`src/rtl/core/vga_register_port_interface_top_defines.svh`:
```
// ----------------------------------------------------------------------------
// vga_register_port_interface_top_defines
// Assertion macros for the VGA register port block.
// ----------------------------------------------------------------------------
`ifndef VGA_REGISTER_PORT_INTERFACE_TOP_DEFINES_SVH
`define VGA_REGISTER_PORT_INTERFACE_TOP_DEFINES_SVH
`ifndef SYNTH
`define VRPI_ASSERT(lbl, prop, msg) \
  lbl: assert property (@(posedge clk) disable iff (!rst_n) prop) else $error(msg);
`define VRPI_ASSERT_ALWAYS(lbl, prop, msg) \
  lbl: assert property (@(posedge clk) prop) else $error(msg);
`else
`define VRPI_ASSERT(lbl, prop, msg)
`define VRPI_ASSERT_ALWAYS(lbl, prop, msg)
`endif
`endif

```
`src/rtl/core/vrpi_pkg.sv`:
```
// ----------------------------------------------------------------------------
// vrpi_pkg
// Port codes, defaults and request/response types of the VGA register port.
// ----------------------------------------------------------------------------
package vrpi_pkg;

  localparam int SEQ_COUNT_DEF     = 5;
  localparam int CRTC_COUNT_DEF    = 25;
  localparam int GC_COUNT_DEF      = 9;
  localparam int ATTR_COUNT_DEF    = 21;
  localparam int PALETTE_DEPTH_DEF = 256;
  localparam int COLOR_BITS_DEF    = 6;

  localparam logic FUNC_WRITE = 1'b0;
  localparam logic FUNC_READ  = 1'b1;

  localparam logic [9:0] PORT_ATTR       = 10'h3C0;
  localparam logic [9:0] PORT_ATTR_RD    = 10'h3C1;
  localparam logic [9:0] PORT_MISC_WR    = 10'h3C2;
  localparam logic [9:0] PORT_SEQ_IDX    = 10'h3C4;
  localparam logic [9:0] PORT_SEQ_DATA   = 10'h3C5;
  localparam logic [9:0] PORT_DAC_RD_IDX = 10'h3C7;
  localparam logic [9:0] PORT_DAC_WR_IDX = 10'h3C8;
  localparam logic [9:0] PORT_DAC_DATA   = 10'h3C9;
  localparam logic [9:0] PORT_MISC_RD    = 10'h3CC;
  localparam logic [9:0] PORT_GC_IDX     = 10'h3CE;
  localparam logic [9:0] PORT_GC_DATA    = 10'h3CF;
  localparam logic [9:0] PORT_CRTC_IDX   = 10'h3D4;
  localparam logic [9:0] PORT_CRTC_DATA  = 10'h3D5;
  localparam logic [9:0] PORT_STATUS     = 10'h3DA;

  localparam int CRTC_PROTECT_REG  = 'h11;
  localparam int CRTC_PROTECT_LAST = 7;
  localparam int CRTC_PROTECT_BIT  = 7;
  localparam int ATTR_DISP_BIT     = 5;

  typedef struct packed {
    logic       exec;
    logic       func;
    logic [9:0] port;
    logic [7:0] data;
  } req_t;

  typedef struct packed {
    logic       hit;
    logic [7:0] data;
  } resp_t;

endpackage

```
`src/rtl/core/vrpi_regfile.sv`:
```
// ----------------------------------------------------------------------------
// vrpi_regfile
// Misc output, sequencer, CRTC, graphics and attribute register groups.
// ----------------------------------------------------------------------------
module vrpi_regfile #(
  parameter int SEQ_COUNT  = vrpi_pkg::SEQ_COUNT_DEF,
  parameter int CRTC_COUNT = vrpi_pkg::CRTC_COUNT_DEF,
  parameter int GC_COUNT   = vrpi_pkg::GC_COUNT_DEF,
  parameter int ATTR_COUNT = vrpi_pkg::ATTR_COUNT_DEF
) (
  input  logic           clk,
  input  logic           rst_n,
  input  vrpi_pkg::req_t req,
  output vrpi_pkg::resp_t resp,
  output logic           disp_en
);

  localparam int SEQ_AW  = (SEQ_COUNT > 1) ? $clog2(SEQ_COUNT) : 1;
  localparam int CRTC_AW = $clog2(CRTC_COUNT);
  localparam int GC_AW   = (GC_COUNT > 1) ? $clog2(GC_COUNT) : 1;
  localparam int ATTR_AW = $clog2(ATTR_COUNT);

  logic [7:0] misc_r, misc_nxt;
  logic [7:0] seq_idx_r, seq_idx_nxt;
  logic [7:0] crtc_idx_r, crtc_idx_nxt;
  logic [7:0] gc_idx_r, gc_idx_nxt;
  logic [5:0] attr_idx_r, attr_idx_nxt;
  logic       attr_ff_r, attr_ff_nxt;

  logic [7:0] seq_regs_r  [SEQ_COUNT];
  logic [7:0] crtc_regs_r [CRTC_COUNT];
  logic [7:0] gc_regs_r   [GC_COUNT];
  logic [7:0] attr_regs_r [ATTR_COUNT];

  logic       seq_in, crtc_in, gc_in, attr_in, crtc_prot;
  logic [4:0] attr_sel;
  logic       seq_we, crtc_we, gc_we, attr_we;

  assign attr_sel  = attr_idx_r[4:0];
  assign seq_in    = seq_idx_r < 8'(SEQ_COUNT);
  assign crtc_in   = crtc_idx_r < 8'(CRTC_COUNT);
  assign gc_in     = gc_idx_r < 8'(GC_COUNT);
  assign attr_in   = {1'b0, attr_sel} < 6'(ATTR_COUNT);
  assign crtc_prot = crtc_regs_r[CRTC_AW'(vrpi_pkg::CRTC_PROTECT_REG)][vrpi_pkg::CRTC_PROTECT_BIT]
                     && (crtc_idx_r <= 8'(vrpi_pkg::CRTC_PROTECT_LAST));

  always_comb begin
    misc_nxt     = misc_r;
    seq_idx_nxt  = seq_idx_r;
    crtc_idx_nxt = crtc_idx_r;
    gc_idx_nxt   = gc_idx_r;
    attr_idx_nxt = attr_idx_r;
    attr_ff_nxt  = attr_ff_r;
    seq_we       = 1'b0;
    crtc_we      = 1'b0;
    gc_we        = 1'b0;
    attr_we      = 1'b0;
    resp         = '0;
    if (req.exec) begin
      if (req.func == vrpi_pkg::FUNC_READ) begin
        resp.hit = 1'b1;
        case (req.port)
          vrpi_pkg::PORT_MISC_RD:   resp.data = misc_r;
          vrpi_pkg::PORT_SEQ_IDX:   resp.data = seq_idx_r;
          vrpi_pkg::PORT_SEQ_DATA:  resp.data = seq_in ? seq_regs_r[seq_idx_r[SEQ_AW-1:0]] : '0;
          vrpi_pkg::PORT_CRTC_IDX:  resp.data = crtc_idx_r;
          vrpi_pkg::PORT_CRTC_DATA: begin
            resp.data = crtc_in ? crtc_regs_r[crtc_idx_r[CRTC_AW-1:0]] : '0;
          end
          vrpi_pkg::PORT_GC_IDX:    resp.data = gc_idx_r;
          vrpi_pkg::PORT_GC_DATA:   resp.data = gc_in ? gc_regs_r[gc_idx_r[GC_AW-1:0]] : '0;
          vrpi_pkg::PORT_ATTR:      resp.data = {2'b00, attr_idx_r};
          vrpi_pkg::PORT_ATTR_RD:   resp.data = attr_in ? attr_regs_r[attr_sel[ATTR_AW-1:0]] : '0;
          vrpi_pkg::PORT_STATUS:    attr_ff_nxt = 1'b0;
          default:                  resp.hit = 1'b0;
        endcase
      end else begin
        resp.hit = 1'b1;
        case (req.port)
          vrpi_pkg::PORT_MISC_WR:   misc_nxt = req.data;
          vrpi_pkg::PORT_SEQ_IDX:   seq_idx_nxt = req.data;
          vrpi_pkg::PORT_SEQ_DATA:  seq_we = seq_in;
          vrpi_pkg::PORT_CRTC_IDX:  crtc_idx_nxt = req.data;
          vrpi_pkg::PORT_CRTC_DATA: crtc_we = crtc_in && !crtc_prot;
          vrpi_pkg::PORT_GC_IDX:    gc_idx_nxt = req.data;
          vrpi_pkg::PORT_GC_DATA:   gc_we = gc_in;
          vrpi_pkg::PORT_ATTR: begin
            if (!attr_ff_r) begin
              attr_idx_nxt = req.data[5:0];
            end else begin
              attr_we = attr_in;
            end
            attr_ff_nxt = ~attr_ff_r;
          end
          default:                  resp.hit = 1'b0;
        endcase
      end
    end
  end

  assign disp_en = attr_idx_nxt[vrpi_pkg::ATTR_DISP_BIT];

  always_ff @(posedge clk) begin
    if (!rst_n) begin
      misc_r     <= '0;
      seq_idx_r  <= '0;
      crtc_idx_r <= '0;
      gc_idx_r   <= '0;
      attr_idx_r <= '0;
      attr_ff_r  <= 1'b0;
      for (int i = 0; i < SEQ_COUNT; i++) seq_regs_r[i] <= '0;
      for (int i = 0; i < CRTC_COUNT; i++) crtc_regs_r[i] <= '0;
      for (int i = 0; i < GC_COUNT; i++) gc_regs_r[i] <= '0;
      for (int i = 0; i < ATTR_COUNT; i++) attr_regs_r[i] <= '0;
    end else begin
      misc_r     <= misc_nxt;
      seq_idx_r  <= seq_idx_nxt;
      crtc_idx_r <= crtc_idx_nxt;
      gc_idx_r   <= gc_idx_nxt;
      attr_idx_r <= attr_idx_nxt;
      attr_ff_r  <= attr_ff_nxt;
      if (seq_we) seq_regs_r[seq_idx_r[SEQ_AW-1:0]] <= req.data;
      if (crtc_we) crtc_regs_r[crtc_idx_r[CRTC_AW-1:0]] <= req.data;
      if (gc_we) gc_regs_r[gc_idx_r[GC_AW-1:0]] <= req.data;
      if (attr_we) attr_regs_r[attr_sel[ATTR_AW-1:0]] <= req.data;
    end
  end

endmodule

```
`config.mk`:
```
export PLATFORM = sky130hd
export DESIGN_NAME = vrpi_regfile
export DESIGN_NICKNAME = d
export VERILOG_FILES = /design/src/rtl/core/vga_register_port_interface_top_defines.svh /design/src/rtl/core/vrpi_pkg.sv /design/src/rtl/core/vrpi_regfile.sv
export SDC_FILE = /design/constraint.sdc
export NUM_CORES = 1
export LEC_CHECK = 0
export CORE_ASPECT_RATIO = 2
export CORE_MARGIN = 5
export CORE_UTILIZATION = 58
export DETAILED_ROUTE_END_ITERATION = 10
export DONT_BUFFER_PORTS = 1
export PLACE_DENSITY_LB_ADDON = 0.1
export SLEW_MARGIN = 10
export SYNTH_ARGS = -nofsm -noshare
export SYNTH_HDL_FRONTEND = slang
export SYNTH_SLANG_ARGS = --single-unit
export TNS_END_PERCENT = 5
```
`constraint.sdc`:
```
create_clock -name clk -period 3.2 [get_ports clk]
set_clock_uncertainty 0.15 [all_clocks]
set_input_delay 0 -clock clk [delete_from_list [all_inputs] [get_ports clk]]
set_output_delay 0 -clock clk [all_outputs]
set_load 0.005 [all_outputs]
```
# Yosys cells after proc, flatten, opt, wreduce, memory -nomap -nowiden
# Memory sizes are Yosys's and may differ from the RTL's. A register that Yosys moved wholly into a read port is not among the register bits.
# Cells that the tools add are included.
[classes] n_bitwise=2 mux=63 n_eq_ne=12 magnitude_cmp=5 n_reduce_logical=16
[ops] operator="$eq A10 B10 Y1 const B" n=11
[ops] operator="$mux W8" n=9
[ops] operator="$pmux W8 S9" n=1
[ops] operator="$reduce_or A8 Y1" n=5
[ops] operator="$mux W1" n=36
[ops] operator="$mux W5" n=6
[ops] operator="$mux W6" n=4
[ops] operator="$reduce_and A3 Y1" n=5
[ops] operator="$mux W4" n=3
[ops] operator="$reduce_or A10 Y1" n=1
[ops] operator="$mux W3" n=3
[ops] operator="$mux W9" n=1
[ops] operator="$le A8 B3 Y1 const B" n=1
[ops] operator="$lt A8 B3 Y1 const B" n=1
[ops] operator="$lt A8 B4 Y1 const B" n=1
[ops] operator="$lt A8 B5 Y1 const B" n=1
[ops] operator="$lt A5 B5 Y1 const B" n=1
[ops] operator="$reduce_and A4 Y1" n=1
[ops] operator="$logic_and A1 B1 Y1" n=2
[ops] operator="$ne A2 B1 Y1 const B" n=1
[ops] operator="$not A1 Y1" n=2
[ops] operator="$reduce_bool A2 Y1" n=1
[ops] operator="$logic_not A1 Y1" n=1
[totals] out_inout_bits=10 mem_bits_rw=480 input_bits=22 wordCells=109 ff_bits=39 mem_count=4
[memory_table] name="crtc_regs_r" words=25 word_bits=8 read_ports=2 rd_clocked_by_memory_dff=1 wr=25 line_no="vrpi_regfile.sv:31" rtl="logic [7:0] crtc_regs_r [CRTC_COUNT];"
[memory_table] name="attr_regs_r" words=21 word_bits=8 read_ports=1 rd_clocked_by_memory_dff=1 wr=21 line_no="vrpi_regfile.sv:33" rtl="logic [7:0] attr_regs_r [ATTR_COUNT];"
[memory_table] name="gc_regs_r" words=9 word_bits=8 read_ports=1 rd_clocked_by_memory_dff=1 wr=9 line_no="vrpi_regfile.sv:32" rtl="logic [7:0] gc_regs_r [GC_COUNT];"
[memory_table] name="seq_regs_r" words=5 word_bits=8 read_ports=1 rd_clocked_by_memory_dff=1 wr=5 line_no="vrpi_regfile.sv:30" rtl="logic [7:0] seq_regs_r [SEQ_COUNT];"

# Logic depth before layout (Yosys ltp)
# Gate-level depths: netlist (run 1).
[logic_depth] depth_word=12 depth_mapped=10

# Worst setup path before layout (run 1)
# OpenSTA, ideal clock, no wires.
[synth_timing] path_type="reg2reg" startpoint="register crtc_idx_r[2]" endpoint="memory crtc_regs_r[4][0] (enable)" arrival_ns=2.456 setup_slack_ns=0.210 setup_time_ns=0.384 period_less_slack_ns=2.990 path_stages_with_launch=8 required_ns=2.666 path_buffers=2 cell_sequence="dfxtp_1 > buf_6 > o311a_1 > nor4_4 > and3_1 > or3b_4 > buf_8 > o21ai_0"
[synth_rtl] item="start: declaration" line_no="vrpi_regfile.sv:25" rtl="logic [7:0] crtc_idx_r, crtc_idx_nxt;"
[synth_rtl] item="start signal: assignment" line_no="vrpi_regfile.sv:118" rtl="crtc_idx_r <= crtc_idx_nxt;"
[synth_rtl] item="end: declaration" line_no="vrpi_regfile.sv:31"

==> impl_results.md, run 1 <==
* CP Capture Type: output pin
* Layout net count at 2,474
* Int Power at 15.8 mW
* DRT iter0 DRCs at 1,810
* Crit Reg-Reg Startpoint: crtc_idx_r[0]$_SDFFE_PN0P_
* Starting Density at 58.2%
* Hold path depth at 2
* First-pass GRT wire length at 129,000 um
* Power share of the combinational group at 3.7%
* Post-route ant nets at 0
* Worst-case clock buffer depth at 3
* Total gr overflow at 0
* Sw frac at 20.7%
* HP Start: req[19]
* WL final at 87,200 um
* Sequential power share at 57.4%
* Root Driver: clkbuf_16
* Layout cells sized above 1 at 18.4%
* Floorplan core area at 0.0579 sq mm
* HP Class: in -> out
* Max cap viols at 0
* Vias in the first global route at 20,238
* Most used routing layer: met2
* Top-area cell type share of the netlist area at 62.7%
* Syn Area/Cell at 15.6 sq um
* Clock power frac at 38.9%
* Yosys cell types at 77
* Die Ht at 351 um
* Register-to-Register Path Depth at 6
* Fmax at 0.314 GHz
* H-tree depth at 2
* Final hold vios at 0
* Crit share post-route at 99.6%
* Area delta synth->final at 14.7%
* Fin util at 66.8%
* Hold WS at 0.0246 ns
* P_leak at 13.8 nW
* Vias/cell at 5.90
* Minimum clock period at 3.19 ns
* Data arrival time of the critical path at 3.04 ns
* Worst slew pin tran at 1.13 ns
* # IOs at 32
* DRT Pass-1 Iters at 8
* RSZ-0062 raised after global routing: true
* Most numerous cell in the Yosys netlist: edfxtp_1
* Switch Pwr at 4.14 mW
* # clock sinks at 760
* Worst setup SP type: flop
* Clk_lat worst skew at 0.63 ns
* Largest cells by area after synthesis: edfxtp_1, mux4_2, and2_1, dfxtp_1, mux2i_1
* Primary FF master, synth: edfxtp_1
* R2r setup slk at 0.25 ns
* Placed instance area at 0.0357 sq mm
* Largest net degree at the start of global routing at 100
* Buffers on Ports at 0
* R2r endpoint: crtc_regs_r[24][1]$_SDFFCE_PN0P_
* Syn Inst Count at 2,165
* Fin. max-slew vios at 0
* Dpl hpwl at 59,200 um
* GR Layer Usage met2 at 53.2%
* Die ar. at 0.0633 sq mm
* Rel. slew slack at 24.3%
* Post-synth EDFFs at 704
* Synth Warn # at 0
* Ys async rst share at 0%
* Synth cell count leaders: edfxtp_1, and2_1, mux4_2
* GR Util met3 at 3.81%
* Post-route cell area at 0.0386 sq mm
* Worst-path clk slew at 0.07 ns
* Status: completed
* Critical path class: reg -> out
* #FFs+latches synth at 760
* Chip width at 180 um
* Worst path required time at 3.05 ns
* Initial antenna violation count at 1
* Final Setup Violations at 0
* Critical path peak fanout at 9
* Power per cell area at 516 mW/mm^2
* Routed len/inst at 26.7 um
* Final Wtd Congestion at 0.910
* Post-Synthesis Cell Area at 0.0337 sq mm
* # DRC at 0
* Vias post-DR at 19,262
* CTS Buf Count at 61
* GR Layer Usage met1 at 29.2%
* Peak supply drop at 0.000560 V
* Core Rows at 125
* Hold endpoint: resp[8]
* Total global-route track usage at 27.7%
* CTS tree: done
* Sequential area share after synthesis at 66.1%
* Dominant cell type by area after synthesis: edfxtp_1
* Antenna cells at 0
## layout by cell type (no fill, tap or decap), types with 11 or more instances in the layout
master and instances:
buf_4 120, buf_16 11, clkbuf_16 67, nand2_1 31, dfxtp_1 45, mux4_2 159
conb_1 224, nand2b_1 18, a22oi_1 40, clkinv_1 12, nand3_1 14, nor2b_1 55
edfxtp_1 704, o21ai_0 60, nor2_1 67, clkinv_2 11, mux2i_1 104, and2_1 485
dlygate4sd3_1 17, a21oi_1 23, and3_1 19
## sequential cells by signal, summed over array words and instances, names as in the netlist, named ones only
register	count
misc_r	8
gc_idx_r	8
attr_ff_r	1
gc_regs_r	128
seq_idx_r	8
attr_regs_r	256
crtc_regs_r	256
crtc_idx_r	8
seq_regs_r	64
attr_idx_r	6
## worst max-delay path by stage
stage	from	end	slack (ns)	cells past startpoint
finish	flop	resp[6]	0.01	7
global route	flop	resp[1]	-0.04	7
CTS	flop	resp[6]	-0.03	7
detailed placement	flop	resp[1]	0.008	8
global placement	flop	resp[1]	-0.15	8
floorplan	crtc_idx_r[2]$_SDFFE_PN0P_	crtc_regs_r[4][0]$_SDFFCE_PN0P_	0.21	7
## repair_timing
action,in CTS,in global routing
gates cloned,0,2
pin swaps,2,3
hold buffers,26,0
endpoints found under the hold margin,1240,0
setup endpoints to repair,8,8
resized for setup,22,15
setup buffers,8,10
## per-layer routing
metal  vias to the layer above  wire length [um]
li1                       8542                 -
met2                       731             48700
met5                         -                 0
met3                       222              4660
met1                      9767             28200
met4                         0              5580
## worst max-delay path: stages, from the launching register on
cell and delay, ns:
dfxtp_4 0.47, buf_12 0.15, mux4_2 0.58, mux4_2 0.51, nand2_1 0.09, a21oi_1 0.11
nor4_1 0.29, a21oi_1 0.18
## through the flow
stage | worst slack (ns) | power [mW] | instances | TNS, ns
after floorplan | 0.210 | 12.0 | 2388 | 0
after global placement | -0.155 | 12.1 | 3105 | -0.155
after detailed placement | 0.00849 | 12.2 | 3105 | 0
after CTS | -0.0268 | 20.1 | 3250 | -0.0914
after global routing | -0.0439 | 20.5 | 3262 | -0.115
final | 0.0133 | 19.9 | 3262 | 0
## cell type report
class / count / area, sq um
inverters: 10 / 37.5
multi-input cells: 1456 / 11700
repair buffers: 163 / 1650
fillers: 4212 / 19200
clock buffers: 79 / 1760
flip-flops and latches: 760 / 22300
well taps: 762 / 953
clock inverters: 32 / 280
## logic make-up (layout without fill, tap and decap cells)
| kind of cell | count (synthesis) | after routing | synth area share (%) |
|---|---|---|---|
| buffers and inverters | 172 | 284 | 2.17 |
| and+or+nand+nor | 767 | 767 | 14.0 |
| DFF | 760 | 760 | 66.1 |
| muxes | 272 | 272 | 14.0 |
| AOI/OAI and AO/OA | 193 | 193 | 3.77 |
| other | 1 | 224 | 0.0111 |
## power groups by stage
stage                     logic [mW]  clock network (mW)  registers, mW
after CTS                      0.740                7.87           11.4
after global placement         0.491                   0           11.6
final                          0.743                7.76           11.4
after floorplan                0.398                   0           11.6
after detailed placement       0.499                   0           11.7
after global routing           0.791                8.25           11.5
(Power assumes the default switching activity.)
==> run 2: changes to the inputs <==
- MAX_ROUTING_LAYER: not set -> met4
==> run 2 against run 1 <==
Net effect:
- the flow now finishes with violations (setup timing)
- flip-flop and latch count did not move
- sequential power about the same
- maximum frequency is 1.4% lower
- utilization about the same
- total power about the same
- sequential share of layout area barely moved
- clock power about the same
- cell count unchanged
- critical path depth stayed put
- global-route usage grew 0.87 points
- register-to-register slack about the same
- wire length barely moved
- critical path type unchanged
- largest cell class unchanged
==> impl_results.md, run 2 (synthesis results as in run 1) <==
* Fin. max-slew vios at 0
* Fmax at 0.309 GHz
* Worst slew pin tran at 1.12 ns
* Peak supply drop at 0.000561 V
* Antenna cells at 0
* Most frequent cells in the layout: edfxtp_1, and2_1, conb_1
* Total design power at 19.9 mW
* Placed instance area at 0.0357 sq mm
* Worst-path clk slew at 0.07 ns
* WL final at 87,200 um
* Critical path class: reg -> out
* Post-place setup slack at 0.00849 ns
* Fin util at 66.8%
* Worst-case clock buffer depth at 3
* Most used routing layer: met2
* Vias post-DR at 19,269
* Power per cell area at 516 mW/mm^2
* Critical path peak fanout at 9
* CTS Buf Count at 61
* Data arrival time of the critical path at 3.08 ns
* Routed len/inst at 26.7 um
* Area delta synth->final at 14.7%
* Die Ht at 351 um
* # DRC at 0
* Dpl hpwl at 59,200 um
* DRT Pass-1 Iters at 5
* CTS tree: done
* Worst path required time at 3.05 ns
* Max cap viols at 0
* Fin worst setup slack at -0.0333 ns
* GR Util met3 at 3.69%
* Clk_lat worst skew at 0.63 ns
* GR Layer Usage met1 at 29.5%
* # clock sinks at 760
* P_leak at 13.8 nW
* R2r endpoint: crtc_regs_r[24][1]$_SDFFCE_PN0P_
* Layout cells sized above 1 at 18.5%
* Setup TNS Final at -0.0333 ns
* Floorplan core area at 0.0579 sq mm
* Status: finished with violations
* Final Wtd Congestion at 0.925
* RSZ-0062 raised after global routing: true
* Worst setup SP type: flop
* Vias/cell at 5.91
* Hold WS at 0.0361 ns
* Post-route cell area at 0.0387 sq mm
* Buffers on Ports at 0
* Placed Instances at 3,105
* Crit share post-route at 101%
* DRT iter0 DRCs at 1,717
* Total global-route track usage at 28.5%
* Crit path to: resp[6]
* Largest net degree at the start of global routing at 100
* Crit Reg-Reg Startpoint: crtc_idx_r[0]$_SDFFE_PN0P_
* Vias in the first global route at 20,218
* Root Driver: clkbuf_16
* Failing checks: setup timing
* CP Capture Type: output pin
* GR Layer Usage met2 at 53.0%
* Regs by FF count: attr_regs_r: 256 flops, crtc_regs_r: 256 flops, gc_regs_r: 128 flops
* Final std cells w/o fill at 3,262
* First-pass GRT wire length at 129,000 um
* Core Rows at 125
* Leading cell type in the layout, fill and taps excluded: edfxtp_1
* Layout net count at 2,474
* Final Setup Violations at 1
* Rel. slew slack at 25.2%
* Die ar. at 0.0633 sq mm
* Slowest cell on crit path: mux4_2
* H-tree depth at 2
* Largest stage delay, worst path at 0.58 ns
* Post-route ant nets at 0
* Initial antenna violation count at 1
* HP Class: in -> out
* Final hold vios at 0
* Chip width at 180 um
* Starting Density at 58.2%
* # IOs at 32
* Total gr overflow at 0
* Register-to-Register Path Depth at 6
* R2r setup slk at 0.25 ns
* Minimum clock period at 3.23 ns
* Worst path cell trace: buf_12, mux4_2, mux4_2, nand2_1, a21oi_1, nor4_1, a21oi_1
-- run 2: cell count changes in the layout (fill, tap and decap cells not counted) --
cell and change:
a211oi_1 -1, a211oi_2 +1, a22oi_1 -1, a22oi_2 +1
-- run 2: worst min-delay path by stage --
stage	start	to	slack, ns	depth (start not counted)
final	req[19]	resp[8]	0.04	2
after global routing	req[19]	resp[8]	0.06	2
after CTS	req[11]	crtc_idx_r[6]$_SDFFE_PN0P_	0.005	5
after detailed placement	req[0]	seq_regs_r[7][0]$_DFFE_PP_	-0.04	0
after global placement	req[7]	gc_regs_r[9][7]$_DFFE_PP_	-0.04	0
after floorplan	req[0]	attr_regs_r[21][0]$_DFFE_PP_	-0.05	0
-- run 2: final cells by class --
class                      instances  area [sq um]
sequential                       760         22300
fill                            4212         19200
inverter                          10          37.5
tap                              762           953
timing repair buffer             163          1650
clock inverter                    32           280
multi-input combinational       1456         11700
clock buffer                      79          1760
-- run 2: where the power goes --
group | switching (mW) | internal, mW
Sequential | 0.143 | 11.3
Clock | 3.50 | 4.26
Combinational | 0.494 | 0.250
Total | 4.14 | 15.8
-- run 2: what timing repair did --
action                     4_1_cts  5_1_grt
hold endpoints to repair      1240        0
pin swaps                        2        3
buffers inserted                 8       10
gates resized for setup         22       17
hold buffers                    26        0
setup endpoints to repair        8        8
gates cloned                     0        2
-- run 2: worst max-delay path, delay by kind of cell, from the launching register on --
family | cells | cell delay [ns]
multiplexers | 2 | 1.09
flip-flops | 1 | 0.47
AO/OA/AOI/OAI | 2 | 0.31
AND/OR/NAND/NOR | 2 | 0.41
buffers and inverters | 1 | 0.15
-- run 2: metal layers --
| metal | share of wire, % | up-vias | wire length, um |
|---|---|---|---|
| met3 | 5.2 | 227 | 4510 |
| met5 | 0 | - | 0 |
| li1 | - | 8536 | - |
| met4 | 6.3 | 0 | 5520 |
| met1 | 33 | 9820 | 28400 |
| met2 | 56 | 686 | 48800 |
